[src/rcm_pkg.sv]
// ----------------------------------------------------------------------------
// rcm_pkg
// Shared types, sizes and codes for the rate-of-change momentum block.
// ----------------------------------------------------------------------------
package rcm_pkg;

    localparam int RING_DEPTH = 64;
    localparam int PRICE_BITS = 32;

    localparam int PRICE_IN_W  = 32;
    localparam int LOOKBACK_W  = 6;
    localparam int CFG_DATA_W  = 32;
    localparam int CFG_INDEX_W = 1;
    localparam int PCT_W       = 32;

    localparam int PTR_W = (RING_DEPTH > 1) ? $clog2(RING_DEPTH) : 1;
    localparam int CNT_W = $clog2(RING_DEPTH + 1);
    localparam int CMP_W = ((CNT_W > LOOKBACK_W) ? CNT_W : LOOKBACK_W) + 1;

    // scale from a price ratio to 1/10000 percent
    localparam int          SCALE_W   = 20;
    localparam logic [19:0] PCT_SCALE = 20'd1000000;

    localparam int NUM_W  = PRICE_BITS + SCALE_W;
    localparam int QUOT_W = 32;
    localparam int STEP_W = $clog2(NUM_W + 1);
    localparam int FLAT_W = (PRICE_BITS > CFG_DATA_W) ? PRICE_BITS : CFG_DATA_W;

    localparam int QUEUE_DEPTH = 2;
    localparam int QPTR_W      = $clog2(QUEUE_DEPTH);
    localparam int QCNT_W      = $clog2(QUEUE_DEPTH + 1);

    localparam logic [CFG_INDEX_W-1:0] CFG_LOOKBACK = 1'd0;
    localparam logic [CFG_INDEX_W-1:0] CFG_EPSILON  = 1'd1;

    typedef struct packed {
        logic                  close_present;
        logic [PRICE_IN_W-1:0] close_price;
    } close_item_t;

    typedef struct packed {
        logic                    history_ready;
        logic [PRICE_IN_W-1:0]   comparison_close;
        logic signed [PCT_W-1:0] percent_change;
        logic                    is_flat;
        logic                    is_rising;
    } result_item_t;

    // one classified close, handed from the front to the back
    typedef struct packed {
        logic                  ready;
        logic [PRICE_BITS-1:0] latest;
        logic [PRICE_BITS-1:0] comp;
    } job_t;

    typedef enum logic [1:0] {
        BK_IDLE,
        BK_MUL,
        BK_DIV,
        BK_FINISH
    } back_state_t;

endpackage

[src/rate_of_change_momentum.sv]
// ----------------------------------------------------------------------------
// rate_of_change_momentum
// Rate-of-change momentum over a stream of closing prices.
// ----------------------------------------------------------------------------
// close_valid/close_ready carry one request per row: a present flag and a
// close in 1/10000 currency units. Rows with no close or a zero close are
// taken and dropped without a result. Every kept close yields one request on
// result_valid/result_ready with the history flag, the close lookback
// sessions back, the signed change in 1/10000 percent and flat/rising flags.
// cfg_we/cfg_index/cfg_data write lookback_sessions (index 0) and
// flat_epsilon (index 1); the user must do so only while the block is
// idle, as the block itself does not enforce it. The front stores the close
// and fetches the comparison close from the ring into registers; the back
// then does the scale multiply and runs the bit-serial divider, while a
// close with too little history skips both. The back works on one close at
// a time and takes no new one until it has loaded the result of the last.
// A two-entry queue sits between front and back, and the result register lets
// the next close proceed while a result waits; a stalled receiver only holds
// the back once the result register and its finished work are both waiting.
// Reset empties the ring history (fill count and write pointer to zero) and
// sets lookback to 7 and epsilon to 0; ring contents need no clearing.
// ----------------------------------------------------------------------------
module rate_of_change_momentum (
    input  logic                               clk,
    input  logic                               rst_n,
    input  logic                               close_valid,
    output logic                               close_ready,
    input  rcm_pkg::close_item_t               close_item,
    output logic                               result_valid,
    input  logic                               result_ready,
    output rcm_pkg::result_item_t              result_item,
    input  logic                               cfg_we,
    input  logic [rcm_pkg::CFG_INDEX_W-1:0]    cfg_index,
    input  logic [rcm_pkg::CFG_DATA_W-1:0]     cfg_data
);
    import rcm_pkg::*;

    logic [LOOKBACK_W-1:0] lookback_reg;
    logic [CFG_DATA_W-1:0] epsilon_reg;

    logic push_valid;
    logic push_ready;
    job_t push_job;
    logic pop_valid;
    logic pop_ready;
    job_t pop_job;

    always_ff @(posedge clk or negedge rst_n)
    begin
        if (!rst_n)
        begin
            lookback_reg <= LOOKBACK_W'(7);
            epsilon_reg  <= '0;
        end
        else if (cfg_we)
        begin
            unique case (cfg_index)
                CFG_LOOKBACK: lookback_reg <= cfg_data[LOOKBACK_W-1:0];
                CFG_EPSILON:  epsilon_reg  <= cfg_data;
                default:
                begin
                end
            endcase
        end
    end

    rcm_front u_front (
        .clk         (clk),
        .rst_n       (rst_n),
        .close_valid (close_valid),
        .close_ready (close_ready),
        .close_item  (close_item),
        .lookback    (lookback_reg),
        .push_valid  (push_valid),
        .push_ready  (push_ready),
        .push_job    (push_job)
    );

    rcm_queue u_queue (
        .clk        (clk),
        .rst_n      (rst_n),
        .push_valid (push_valid),
        .push_ready (push_ready),
        .push_job   (push_job),
        .pop_valid  (pop_valid),
        .pop_ready  (pop_ready),
        .pop_job    (pop_job)
    );

    rcm_back u_back (
        .clk          (clk),
        .rst_n        (rst_n),
        .pop_valid    (pop_valid),
        .pop_ready    (pop_ready),
        .pop_job      (pop_job),
        .flat_epsilon (epsilon_reg),
        .result_valid (result_valid),
        .result_ready (result_ready),
        .result_item  (result_item)
    );

    // a result without history carries nothing else
    assert property (@(posedge clk) disable iff (!rst_n)
        result_valid && !result_item.history_ready |->
        (result_item.comparison_close == '0) && (result_item.percent_change == '0)
        && !result_item.is_flat && !result_item.is_rising)
    else $error("result without history carries data");

    assert property (@(posedge clk) disable iff (!rst_n)
        result_valid |-> !(result_item.is_flat && result_item.is_rising))
    else $error("result both flat and rising");

    // a rise never reports a negative change
    assert property (@(posedge clk) disable iff (!rst_n)
        result_valid && result_item.is_rising |-> !result_item.percent_change[PCT_W-1])
    else $error("rising result with negative change");

    // a fall never reports a positive change
    assert property (@(posedge clk) disable iff (!rst_n)
        result_valid && result_item.history_ready && !result_item.is_flat
        && !result_item.is_rising |->
        (result_item.percent_change[PCT_W-1] || (result_item.percent_change == '0)))
    else $error("falling result with positive change");

endmodule

[src/rcm_queue.sv]
// ----------------------------------------------------------------------------
// rcm_queue
// Short queue of classified closes between the front and the back.
// ----------------------------------------------------------------------------
module rcm_queue (
    input  logic          clk,
    input  logic          rst_n,
    input  logic          push_valid,
    output logic          push_ready,
    input  rcm_pkg::job_t push_job,
    output logic          pop_valid,
    input  logic          pop_ready,
    output rcm_pkg::job_t pop_job
);
    import rcm_pkg::*;

    job_t              entry_reg [QUEUE_DEPTH];
    logic [QPTR_W-1:0] wr_ptr_reg;
    logic [QPTR_W-1:0] rd_ptr_reg;
    logic [QCNT_W-1:0] count_reg;
    logic              do_push;
    logic              do_pop;

    assign push_ready = (count_reg != QCNT_W'(QUEUE_DEPTH));
    assign pop_valid  = (count_reg != '0);
    assign pop_job    = entry_reg[rd_ptr_reg];
    assign do_push    = push_valid && push_ready;
    assign do_pop     = pop_valid && pop_ready;

    always_ff @(posedge clk)
    begin
        if (do_push)
        begin
            entry_reg[wr_ptr_reg] <= push_job;
        end
    end

    always_ff @(posedge clk or negedge rst_n)
    begin
        if (!rst_n)
        begin
            wr_ptr_reg <= '0;
            rd_ptr_reg <= '0;
            count_reg  <= '0;
        end
        else
        begin
            if (do_push)
            begin
                wr_ptr_reg <= (wr_ptr_reg == QPTR_W'(QUEUE_DEPTH - 1)) ? '0 : wr_ptr_reg + 1'b1;
            end
            if (do_pop)
            begin
                rd_ptr_reg <= (rd_ptr_reg == QPTR_W'(QUEUE_DEPTH - 1)) ? '0 : rd_ptr_reg + 1'b1;
            end
            if (do_push && !do_pop)
            begin
                count_reg <= count_reg + 1'b1;
            end
            else if (do_pop && !do_push)
            begin
                count_reg <= count_reg - 1'b1;
            end
        end
    end

endmodule

[src/rcm_front.sv]
// ----------------------------------------------------------------------------
// rcm_front
// Accepts closes, drops empty rows, keeps the close ring and fill count,
// and fetches the comparison close for each kept close.
// ----------------------------------------------------------------------------
module rcm_front (
    input  logic                               clk,
    input  logic                               rst_n,
    input  logic                               close_valid,
    output logic                               close_ready,
    input  rcm_pkg::close_item_t               close_item,
    input  logic [rcm_pkg::LOOKBACK_W-1:0]     lookback,
    output logic                               push_valid,
    input  logic                               push_ready,
    output rcm_pkg::job_t                      push_job
);
    import rcm_pkg::*;

    logic [PRICE_BITS-1:0] ring [RING_DEPTH];

    logic [PTR_W-1:0]      wr_ptr_reg;
    logic [CNT_W-1:0]      fill_reg;
    logic                  stage_valid_reg;
    logic                  stage_ready_reg;
    logic [PRICE_BITS-1:0] stage_latest_reg;
    logic [PRICE_BITS-1:0] comp_rd_reg;

    logic [PRICE_BITS-1:0] latest;
    logic                  accept;
    logic                  keep;
    logic [CNT_W-1:0]      fill_next;
    logic [CMP_W-1:0]      look_ext;
    logic [CMP_W-1:0]      fill_ext;
    logic [CMP_W-1:0]      slot_ext;
    logic [CMP_W-1:0]      back_idx;
    logic [PTR_W-1:0]      comp_idx;
    logic                  hist_ready;

    // price masked or widened to the ring width
    always_comb
    begin
        for (int i = 0; i < PRICE_BITS; i++)
        begin
            latest[i] = (i < PRICE_IN_W) ? close_item.close_price[i] : 1'b0;
        end
    end

    assign close_ready = !stage_valid_reg || push_ready;
    assign accept      = close_valid && close_ready;
    assign keep        = accept && close_item.close_present && (latest != '0);

    assign fill_next  = (fill_reg < CNT_W'(RING_DEPTH)) ? fill_reg + 1'b1 : fill_reg;
    assign look_ext   = CMP_W'(lookback);
    assign fill_ext   = CMP_W'(fill_next);
    assign slot_ext   = CMP_W'(wr_ptr_reg);
    assign hist_ready = (look_ext != '0) && (look_ext < CMP_W'(RING_DEPTH))
                        && (fill_ext > look_ext);

    // slot of the close lookback entries back, wrapping around the ring
    assign back_idx = (slot_ext >= look_ext) ? (slot_ext - look_ext)
                                             : (slot_ext + CMP_W'(RING_DEPTH) - look_ext);
    assign comp_idx = back_idx[PTR_W-1:0];

    always_ff @(posedge clk)
    begin
        if (keep)
        begin
            ring[wr_ptr_reg] <= latest;
        end
    end

    always_ff @(posedge clk)
    begin
        if (keep && hist_ready)
        begin
            comp_rd_reg <= ring[comp_idx];
        end
    end

    always_ff @(posedge clk)
    begin
        if (keep)
        begin
            stage_latest_reg <= latest;
            stage_ready_reg  <= hist_ready;
        end
    end

    always_ff @(posedge clk or negedge rst_n)
    begin
        if (!rst_n)
        begin
            wr_ptr_reg      <= '0;
            fill_reg        <= '0;
            stage_valid_reg <= 1'b0;
        end
        else
        begin
            if (keep)
            begin
                wr_ptr_reg <= (wr_ptr_reg == PTR_W'(RING_DEPTH - 1)) ? '0 : wr_ptr_reg + 1'b1;
                fill_reg   <= fill_next;
            end
            if (keep)
            begin
                stage_valid_reg <= 1'b1;
            end
            else if (push_ready)
            begin
                stage_valid_reg <= 1'b0;
            end
        end
    end

    assign push_valid      = stage_valid_reg;
    assign push_job.ready  = stage_ready_reg;
    assign push_job.latest = stage_latest_reg;
    assign push_job.comp   = comp_rd_reg;

endmodule

[src/rcm_back.sv]
// ----------------------------------------------------------------------------
// rcm_back
// Works out the percent change and flags for one close at a time:
// one multiply by the percent scale, then a bit-serial restoring divide.
// ----------------------------------------------------------------------------
module rcm_back (
    input  logic                              clk,
    input  logic                              rst_n,
    input  logic                              pop_valid,
    output logic                              pop_ready,
    input  rcm_pkg::job_t                     pop_job,
    input  logic [rcm_pkg::CFG_DATA_W-1:0]    flat_epsilon,
    output logic                              result_valid,
    input  logic                              result_ready,
    output rcm_pkg::result_item_t             result_item
);
    import rcm_pkg::*;

    back_state_t state_reg;
    back_state_t state_next;

    logic                  ready_reg;
    logic                  neg_reg;
    logic                  flat_reg;
    logic [PRICE_BITS-1:0] comp_reg;
    logic [PRICE_BITS-1:0] diff_reg;
    logic [NUM_W-1:0]      num_reg;
    logic [PRICE_BITS-1:0] rem_reg;
    logic [QUOT_W-1:0]     quot_reg;
    logic                  ovf_reg;
    logic [STEP_W-1:0]     step_reg;
    logic                  out_valid_reg;
    result_item_t          out_item_reg;

    logic                  load_out;
    logic                  head_neg;
    logic [PRICE_BITS-1:0] head_diff;
    logic [PRICE_BITS:0]   trial;
    logic                  trial_ge;
    logic [PRICE_BITS:0]   trial_sub;
    logic [QUOT_W-1:0]     pos_pct;
    logic [QUOT_W-1:0]     neg_mag;
    logic [QUOT_W-1:0]     pct;
    logic [PRICE_IN_W-1:0] comp_out;
    result_item_t          item_next;

    always_comb
    begin
        state_next = state_reg;
        pop_ready  = 1'b0;
        load_out   = 1'b0;
        unique case (state_reg)
            BK_IDLE:
            begin
                pop_ready = 1'b1;
                if (pop_valid)
                begin
                    state_next = pop_job.ready ? BK_MUL : BK_FINISH;
                end
            end
            BK_MUL:
            begin
                state_next = BK_DIV;
            end
            BK_DIV:
            begin
                if (step_reg == STEP_W'(1))
                begin
                    state_next = BK_FINISH;
                end
            end
            BK_FINISH:
            begin
                if (!out_valid_reg || result_ready)
                begin
                    load_out   = 1'b1;
                    state_next = BK_IDLE;
                end
            end
            default:
            begin
                state_next = BK_IDLE;
            end
        endcase
    end

    assign head_neg  = pop_job.latest < pop_job.comp;
    assign head_diff = head_neg ? (pop_job.comp - pop_job.latest)
                                : (pop_job.latest - pop_job.comp);

    // one restoring step: remainder stays below the divisor
    assign trial     = {rem_reg, num_reg[NUM_W-1]};
    assign trial_ge  = trial >= {1'b0, comp_reg};
    assign trial_sub = trial - {1'b0, comp_reg};

    always_ff @(posedge clk)
    begin
        unique case (state_reg)
            BK_IDLE:
            begin
                if (pop_valid)
                begin
                    ready_reg <= pop_job.ready;
                    comp_reg  <= pop_job.comp;
                    neg_reg   <= head_neg;
                    diff_reg  <= head_diff;
                end
            end
            BK_MUL:
            begin
                num_reg  <= NUM_W'(diff_reg) * NUM_W'(PCT_SCALE);
                flat_reg <= FLAT_W'(diff_reg) <= FLAT_W'(flat_epsilon);
                rem_reg  <= '0;
                quot_reg <= '0;
                ovf_reg  <= 1'b0;
                step_reg <= STEP_W'(NUM_W);
            end
            BK_DIV:
            begin
                num_reg  <= {num_reg[NUM_W-2:0], 1'b0};
                rem_reg  <= trial_ge ? trial_sub[PRICE_BITS-1:0] : trial[PRICE_BITS-1:0];
                quot_reg <= {quot_reg[QUOT_W-2:0], trial_ge};
                ovf_reg  <= ovf_reg | quot_reg[QUOT_W-1];
                step_reg <= step_reg - 1'b1;
            end
            BK_FINISH:
            begin
            end
            default:
            begin
            end
        endcase
    end

    // saturate the magnitude to the signed result range
    assign pos_pct = (ovf_reg || quot_reg[QUOT_W-1]) ? {1'b0, {(QUOT_W-1){1'b1}}} : quot_reg;
    assign neg_mag = (ovf_reg || (quot_reg > {1'b1, {(QUOT_W-1){1'b0}}}))
                     ? {1'b1, {(QUOT_W-1){1'b0}}} : quot_reg;
    assign pct     = (comp_reg == '0) ? '0 : (neg_reg ? ('0 - neg_mag) : pos_pct);

    always_comb
    begin
        for (int i = 0; i < PRICE_IN_W; i++)
        begin
            comp_out[i] = (i < PRICE_BITS) ? comp_reg[i] : 1'b0;
        end
    end

    always_comb
    begin
        item_next.history_ready    = ready_reg;
        item_next.comparison_close = ready_reg ? comp_out : '0;
        item_next.percent_change   = ready_reg ? PCT_W'(pct) : '0;
        item_next.is_flat          = ready_reg && flat_reg;
        item_next.is_rising        = ready_reg && !flat_reg && !neg_reg;
    end

    always_ff @(posedge clk)
    begin
        if (load_out)
        begin
            out_item_reg <= item_next;
        end
    end

    always_ff @(posedge clk or negedge rst_n)
    begin
        if (!rst_n)
        begin
            state_reg     <= BK_IDLE;
            out_valid_reg <= 1'b0;
        end
        else
        begin
            state_reg <= state_next;
            if (load_out)
            begin
                out_valid_reg <= 1'b1;
            end
            else if (result_ready)
            begin
                out_valid_reg <= 1'b0;
            end
        end
    end

    assign result_valid = out_valid_reg;
    assign result_item  = out_item_reg;

endmodule
[config.mk]
export PLATFORM = sky130hd
export DESIGN_NAME = rate_of_change_momentum
export DESIGN_NICKNAME = d
export VERILOG_FILES = /design/src/rcm_pkg.sv /design/src/rate_of_change_momentum.sv /design/src/rcm_queue.sv /design/src/rcm_front.sv /design/src/rcm_back.sv
export SDC_FILE = /design/constraint.sdc
export NUM_CORES = 2
export LEC_CHECK = 0
export ABC_CLOCK_PERIOD_IN_PS = 6400
export BUFFER_PORTS_ARGS = -buffer_cell sky130_fd_sc_hd__buf_2
export CORE_MARGIN = 2
export CORE_UTILIZATION = 44
export CTS_CLUSTER_DIAMETER = 100
export DETAILED_ROUTE_END_ITERATION = 8
export GPL_TIMING_DRIVEN = 0
export SYNTH_ARGS = -nofsm -noshare
export SYNTH_HDL_FRONTEND = slang
export SYNTH_HIERARCHICAL = 1
export SYNTH_SLANG_ARGS = --single-unit
[constraint.sdc]
create_clock -name clk -period 6.4 [get_ports clk]
set_clock_uncertainty 0.05 [all_clocks]
set_input_delay 0.32 -clock clk [delete_from_list [all_inputs] [get_ports clk]]
set_output_delay 0.32 -clock clk [all_outputs]
set_load 0.02 [all_outputs]
==> results_dict.tcl <==
set metrics [dict create \
    relSlewSlack 0.0494 \
    drv_cap 0 \
    ys_seq_elements 2553 \
    rsz0062_at_grt "yes" \
    drv_slew 0 \
    dieArea_um2 260000 \
    cp.arrival_ns 6.75 \
    crit_path_end_kind "flop" \
    path_clk_slew_ns 0.06 \
    yosysWarnings 6 \
    dp_cells 10200 \
    overflow 0 \
    max_freq_mhz 158 \
    synth_area_per_cell_um2 17.2 \
    htree_levels 5 \
    grt_max_degree 67 \
    area_delta_synth_final_pct 15.2 \
    dp_slack_ns -0.286 \
    initialDrtViolationCount 7325 \
    crit_type "reg2reg" \
    grt_usage 0.243 \
    place_congestion 0.901 \
    async_flop_share 0.0231 \
    core_area_um2 254000 \
    drt_wl_total_um 318000 \
    antenna_found_initial 14 \
    hold_viol_final 0 \
    nets 7674 \
    synthesis.area_um2 113000 \
    cts_root_buf "clkbuf_16" \
    setup_tns_ns 0 \
    die_h_um 510 \
    grt_pass1_wl_um 453000 \
    insertion_delay_ns 0.87 \
    fin_crit_sh 0.992 \
    power_mw 58.2 \
    drtPass1Iterations 8 \
    cts_tree "built" \
    synthCells 6559 \
    max_slew.worst_pin.slew_ns 1.43 \
    cts_inserted_buffers 279 \
    cts.sinks 2553 \
    power_density_nw_per_um2 448 \
    clk_path_buf_depth 4 \
    synth-main-ff-cell "edfxtp_1" \
    io_pins 140 \
    drc_errors 0 \
    cp-start-kind "flop" \
    crit_path_max_fanout 10 \
    wire_per_inst_um 29.6 \
    largest_reg_flops 2048 \
    port_buffers 139 \
    drive_above_1_share 0.217 \
    synth_seq_area_share 0.678 \
    ant_nets 0 \
    worst-endpoint-required_ns 6.80 \
    hold_class "in2reg" \
    instances_no_fill 10700 \
    ir_drop_mv 0.433 \
    viasPerCell 5.88 \
    setup_viol 0 \
    synth-edff-count 2494 \
    num_vias 63100 \
    hpwl_um 220000 \
    initial_utilization 0.443 \
    post-route-min-period_ns 6.35 \
    die_x_um 510 \
    synth_cell_types 94 \
    timing.final.ws_setup_ns 0.0514 \
    rows 185 \
    p_leak_nw 45.1 \
    grt_pass1_vias 63000 \
    syn_nets 7070 \
    status "completed" \
]
[where the power goes]
group	internal, mW	switching, mW	total, mW
sequential	19.2	0.190	19.4
clock	8.74	6.46	15.2
combinational	8.30	15.3	23.6
total	36.2	22.0	58.2
[what timing repair did]
item | CTS | global route
gates resized for setup | 17 | 24
pin swaps | 1 | 2
buffers inserted | 22 | 7
hold buffers | 53 | 0
setup endpoints to repair | 21 | 16
endpoints found under the hold margin | 447 | 0
[layout by cell type, fill, tap and decap left out, types with 64 or more instances in the layout]
| master | n |
|---|---|
| a21oi_1 | 219 |
| and2_1 | 109 |
| and3_1 | 78 |
| buf_12 | 64 |
| buf_2 | 201 |
| buf_4 | 64 |
| clkbuf_1 | 239 |
| clkbuf_16 | 286 |
| edfxtp_1 | 2494 |
| fa_1 | 139 |
| ha_1 | 298 |
| inv_1 | 358 |
| mux2_2 | 100 |
| mux2_4 | 70 |
| mux2i_1 | 139 |
| mux4_2 | 512 |
| nand2_1 | 427 |
| nor2_1 | 155 |
| nor2_4 | 65 |
| o21ai_0 | 178 |
| xnor2_1 | 72 |
[cell usage after synthesis, types with 18 or more instances]
master,number,share of area
and2_1,110,0.0061
nand4_1,36,0.0020
a31oi_1,23,0.0013
nand2_1,427,0.014
dfrtp_1,56,0.012
mux4_2,512,0.10
nor2_1,221,0.0074
nor3_1,39,0.0017
a211oi_1,29,0.0019
o21ai_0,179,0.0079
and3_1,79,0.0044
or3_1,21,0.0012
a32o_1,18,0.0016
nand3_1,48,0.0021
o21a_1,26,0.0017
mux2i_1,139,0.012
clkbuf_1,192,0.0064
edfxtp_1,2494,0.66
a2111oi_0,55,0.0043
ha_1,301,0.033
nor2b_1,28,0.0016
buf_2,85,0.0038
nand2b_1,19,0.0011
fa_1,139,0.025
mux2_4,70,0.0093
buf_1,21,0.00070
o32ai_1,34,0.0026
inv_1,363,0.012
o31ai_1,20,0.0013
a21oi_1,225,0.010
mux2_2,100,0.010
a21o_1,50,0.0033
nor4_1,63,0.0035
xor2_1,51,0.0040
xnor2_1,73,0.0057
o22ai_1,20,0.0011
[layer usage]
metal	vias up	share of wire	global-route usage
met4	2	0.044	0.0981
met2	2560	0.48	0.394
met5	-	0.000041	0
li1	27000	-	-
met3	468	0.072	0.0366
met1	33100	0.41	0.330
[per-stage QoR]
stage          hold WS (ns)  utilization  area (um^2)
2_1_floorplan       -0.0256            -       113000
3_3_place_gp          0.374        0.462       118000
3_5_place_dp          0.381        0.473       120000
4_1_cts              0.0155        0.510       130000
5_1_grt              0.0254        0.510       130000
6_report            0.00519        0.510       130000
[layout make-up]
cell class                 count  area, um^2
fill                       20700      125000
sequential                  2553       76400
buffer                       309        1360
timing repair buffer         326        3560
tap                         3366        4210
clock inverter               141        1150
multi-input combinational   3328       34400
clock buffer                 342        7380
antenna                        4        10.0
inverter                     366        1370
[final timing paths]
kind | startpoint | to | slack, ns | cells past startpoint
max in group asynchronous | rst_n | u_front/fill_reg[6]$_DFFE_PN0P_ | 5.56 | 2
min in group asynchronous | rst_n | epsilon_reg[27]$_DFFE_PN0P_ | 0.12 | 2
worst min register to register | u_front/comp_rd_reg[6]$_DFFE_PP_ | u_queue/entry_reg[1][6]$_DFFE_PP_ | 0.39 | 0
worst min-delay path | close_item[6] | u_front/ring[22][6]$_DFFE_PP_ | 0.005 | 1
worst max-delay path | lookback_reg[0]$_DFFE_PN1P_ | u_front/comp_rd_reg[6]$_DFFE_PP_ | 0.05 | 10
worst max register to register | lookback_reg[0]$_DFFE_PN1P_ | u_front/comp_rd_reg[6]$_DFFE_PP_ | 0.05 | 10
[cells by family after synthesis]
logic type	share of synthesized area
fa+ha+maj	0.0581
mux	0.134
xor+xnor	0.00992
compound gates	0.0473
simple gates	0.0486
flops	0.678
buf+inv	0.0243
[worst max-delay path, stage by stage, from the launching register on]
cell and delay (ns):
dfstp_2 0.73, ha_1 0.24, inv_1 0.06, fa_1 1.17, clkbuf_1 0.53, clkbuf_1 0.65, mux4_2 0.34, nand2_1 0.05
mux2i_1 0.58, o32ai_1 0.43, a2111oi_0 1.09
Power figures use the tool's default switching activity.
